===== config.mk =====
export PLATFORM = sky130hd
export DESIGN_NAME = skt_cell
export DESIGN_NICKNAME = d
export VERILOG_FILES = /design/src/rtl/core/skt_pkg.sv /design/src/rtl/core/skt_cell.sv
export SDC_FILE = /design/constraint.sdc
export NUM_CORES = 1
export LEC_CHECK = 0
export BUFFER_PORTS_ARGS = -buffer_cell sky130_fd_sc_hd__buf_2
export CORE_AREA = 2 2 147 149
export CTS_CLUSTER_DIAMETER = 100
export DETAILED_ROUTE_END_ITERATION = 16
export DIE_AREA = 0 0 149 151
export PLACE_DENSITY_LB_ADDON = 0.05
export SETUP_SLACK_MARGIN = 0.15
export SYNTH_ARGS = -nofsm -noshare
export SYNTH_HDL_FRONTEND = slang
export SYNTH_SLANG_ARGS = --single-unit

===== constraint.sdc =====
create_clock -name clock -period 5.9 [get_ports clock]
set_clock_uncertainty 0.1 [all_clocks]
set_input_delay 1.18 -clock clock [delete_from_list [all_inputs] [get_ports clock]]
set_output_delay 1.18 -clock clock [all_outputs]
set_load 0.02 [all_outputs]

===== src/rtl/core/skt_pkg.sv =====
// Package with widths, codes and cell interface types of the sorted key table.
`timescale 1ns / 1ps
`default_nettype none
package skt_pkg;

   localparam int TABLE_DEPTH_DEFAULT = 128;

   localparam int KIND_W    = 2;
   localparam int KEY_W     = 27;
   localparam int PAYLOAD_W = 64;
   localparam int STATUS_W  = 3;
   localparam int POS_W     = 8;
   localparam int COUNT_W   = 8;

   localparam logic [KIND_W-1:0] KIND_INSERT = 2'd0;
   localparam logic [KIND_W-1:0] KIND_REMOVE = 2'd1;
   localparam logic [KIND_W-1:0] KIND_LOOKUP = 2'd2;

   typedef enum logic [STATUS_W-1:0] {
      ST_DONE  = 3'd0,
      ST_DUP   = 3'd1,
      ST_FULL  = 3'd2,
      ST_BLANK = 3'd3,
      ST_MISS  = 3'd4
   } status_type;

   typedef struct packed {
      logic search;
      logic insert;
      logic remove;
   } cell_ctrl_type;

   typedef struct packed {
      logic lt;
      logic eq;
      logic at_pos;
   } cell_flags_type;

endpackage
`default_nettype wire


===== src/rtl/core/skt_cell.sv =====
// One table cell: holds a key and payload, compares and shifts with its neighbors.
`timescale 1ns / 1ps
`default_nettype none
module skt_cell (
   input  wire logic                            clock,
   input  wire logic                            reset,
   input  wire skt_pkg::cell_ctrl_type          ctrl,
   input  wire logic                            occupied,
   input  wire logic [skt_pkg::KEY_W-1:0]       new_key,
   input  wire logic [skt_pkg::PAYLOAD_W-1:0]   new_payload,
   input  wire logic                            left_lt,
   input  wire logic [skt_pkg::KEY_W-1:0]       left_key,
   input  wire logic [skt_pkg::PAYLOAD_W-1:0]   left_payload,
   input  wire logic [skt_pkg::KEY_W-1:0]       right_key,
   input  wire logic [skt_pkg::PAYLOAD_W-1:0]   right_payload,
   output logic [skt_pkg::KEY_W-1:0]            key_ff,
   output logic [skt_pkg::PAYLOAD_W-1:0]        payload_ff,
   output skt_pkg::cell_flags_type              flags
);

   logic lt_ff;
   logic eq_ff;

   // The lower-than flags form a thermometer, so the insertion point is where it ends.
   assign flags.lt     = lt_ff;
   assign flags.eq     = eq_ff;
   assign flags.at_pos = left_lt & ~lt_ff;

   always_ff @(posedge clock) begin
      if (reset) begin
         lt_ff <= 1'b0;
         eq_ff <= 1'b0;
      end else if (ctrl.search) begin
         lt_ff <= occupied & (key_ff < new_key);
         eq_ff <= occupied & (key_ff == new_key);
      end
   end

   // Cells at or above the search position move; those below keep their entry.
   always_ff @(posedge clock) begin
      if (ctrl.insert && !lt_ff) begin
         if (flags.at_pos) begin
            key_ff     <= new_key;
            payload_ff <= new_payload;
         end else begin
            key_ff     <= left_key;
            payload_ff <= left_payload;
         end
      end else if (ctrl.remove && !lt_ff) begin
         key_ff     <= right_key;
         payload_ff <= right_payload;
      end
   end

endmodule
`default_nettype wire


==> impl_metrics.ini <==
[sta]
slew_headroom_pct = 20.4
setup-tns-final_ps = 0
rsz0062_at_grt = false
hold_viol_final = 0
fin_crit_sh_pct = 56.5
hold-worst-slack_ps = 532
slew_viol_final = 0
min_period_ps = 3340
tightest_slew_ps = 1190
setup_violations = 0
fmax_ghz = 0.300

[critical_path]
rr_worst_depth = 4
crit_path_end_kind = output pin
cp_cell_sequence = buf_4 -> nor2b_1 -> buf_2
crit_arrival_ps = 2060
worstSetupStartpoint = left_lt
crit_path_max_fanout = 38
rrSetupSlack_ps = 3290
cp.required_ps = 4620
crit_type = in2out
slowest_delay_ps = 490
setup.worst_path.start_class = input pin
regToRegEndpoint = payload_ff[29]
r2r_start = lt_ff
slowest_stage = buf_4

[final_layout]
drive_gt1_share_pct = 45.7
syn2layout_area_growth_pct = 43.0
nFillCells = 2201
nNetsFinal = 1170

[logic_synthesis]
ys_ff_latch = 93
synth_compound_area_share_pct = 10.9
synth.top_cell.area_share_pct = 50.1
synth_common_cells = nand2_1, edfxtp_1, mux2i_1
synthTopCellsByArea = edfxtp_1, mux2i_1, nand2_1
synth_top_family_by_area = multiplexers
synth.most_common_cell = nand2_1
synthMuxAreaShare_pct = 16.7
synth_cell_types = 28
netlist_area_um2 = 5450
synthArstFlopShare_pct = 0
yosys.area_share.adder_pct = 6.19
yosys.area_share.simple_pct = 9.77
yosysWarnings = 0
synth-edff-count = 91
ys_seq_area_share_pct = 50.8
synth-xor-area-share_pct = 0
synth.largest_area_cell = edfxtp_1
synthCells = 508
synth_ff_type = edfxtp_1
synth.avg_cell_area_um2 = 10.7
syn-num-nets = 815

[worst_hold_path]
hold_class = reg2reg
min_to = eq_ff
hold_depth = 3
min_from = eq_ff

[clock_network]
cts_setup_buffers = 0
cts.clk_slew.worst_paths_ps = 60
hold_buffers = 0
cts.path.max_buffers = 2
cts-resized-gates = 0
cts_tree = built
clk_latency_ps = 340
cts_sinks = 93
cts_buffers = 9
cts-root-buf = clkbuf_16
htreeDepth = 3

[floorplan]
initial_core_util_pct = 26.2
dieArea_um2 = 22500
die_x_um = 149
rows = 53
core-area_um2 = 20800
io_pins = 374
die_h_um = 151

[drt]
vias = 5060
drt_iter0_markers = 122
drtAntennaViolNets = 0
wl_per_cell_um = 15.9
dr.pass1.iters = 4
viasPerCell = 4.41
drc = 0
routed_wl_um = 18300

[global_route]
grt_usage_pct = 15.4
grt_overflow = 0
grt_pass1_wl_um = 26700
antenna_found_initial = 3
first_global_vias = 5165
grt_max_degree = 123

[placement]
port_buffers = 373
dpl.hpwl_um = 14600
place_congestion = 0.766

[pwr]
powerDensity_nw_per_um2 = 248
peakVddDrop_mv = 0.123
p_leak_uw = 0.00394

[flow_run]
cap_violations = 0

[outcome]
status = completed
kinds of logic after synthesis:
logic type                 after synthesis
AOI/OAI and AO/OA                      114
DFF                                     93
muxes                                   91
adders and majority gates               27
and+or+nand+nor                        122
buffers and inverters                   61
registers in the layout, summed over array words and instances, names as in the netlist:
name,count
eq_ff,1
key_ff,27
lt_ff,1
payload_ff,64
layout by cell type, fill, tap and decap left out, drive strengths merged, types with 2 or more instances in the layout:
cell        n
edfxtp     91
o21ai      95
mux2i      91
a21o        2
nand3       4
clkinvlp    2
and4        2
clkbuf     11
dfxtp       2
ha         27
buf       376
nand4       5
nor2b       2
inv        29
diode       4
nor3        2
clkinv      3
nand2      99
nor2        6
a211oi      2
a21oi      12
report_power, final:
| group | internal (uW) | leakage, uW | switching (uW) | total (uW) |
|---|---|---|---|---|
| Sequential | 833 | 0.000948 | 27.5 | 860 |
| Clock | 287 | 0.000126 | 260 | 548 |
| Combinational | 208 | 0.00286 | 322 | 529 |
per-layer routing:
layer / global-route usage, % / part of all wire [%] / vias up / wire (um)
li1: - / - / 2552 / -
met1: 16.5 / 38 / 2264 / 6880
met2: 27.7 / 51 / 218 / 9250
met3: 5.51 / 9.5 / 24 / 1730
met4: 6.10 / 2.2 / 2 / 406
met5: 0 / 0.088 / - / 16
critical path, delay by kind of cell:
kind	cells	cell delay, ps
AND/OR/NAND/NOR	1	190
buffers and inverters	2	660
through the flow:
stage	util (%)	cell area, um^2	setup slack, ps	power (uW)	std cells
floorplan	-	5450	207	1190	508
CTS	37.4	7790	2520	1970	1143
finish	37.5	7800	2560	1940	1147
global route	37.4	7790	2500	2050	1145
detailed placement	36.1	7520	2450	1420	1127
global placement	36.1	7520	2500	1410	1127
worst max path at each step:
stage               cells past startpoint  slack [ps]       endpoint
floorplan                               2         210      key_ff[0]
global placement                        3        2500       flags[0]
detailed placement                      4        2450  payload_ff[4]
CTS                                     3        2520       flags[0]
global route                            3        2500       flags[0]
finish                                  3        2560       flags[0]
cell type report:
type | instances | area (um^2) | share of cell area, %
clock inverters | 5 | 37.5 | 0.481
inverters | 29 | 109 | 1.40
well taps | 275 | 344 | 4.41
multi-input cells | 354 | 2390 | 30.6
clock buffers | 11 | 233 | 2.98
flip-flops and latches | 93 | 2770 | 35.6
repair buffers | 376 | 1900 | 24.4
diodes | 4 | 10.0 | 0.128
Power figures use the tool's default switching activity.
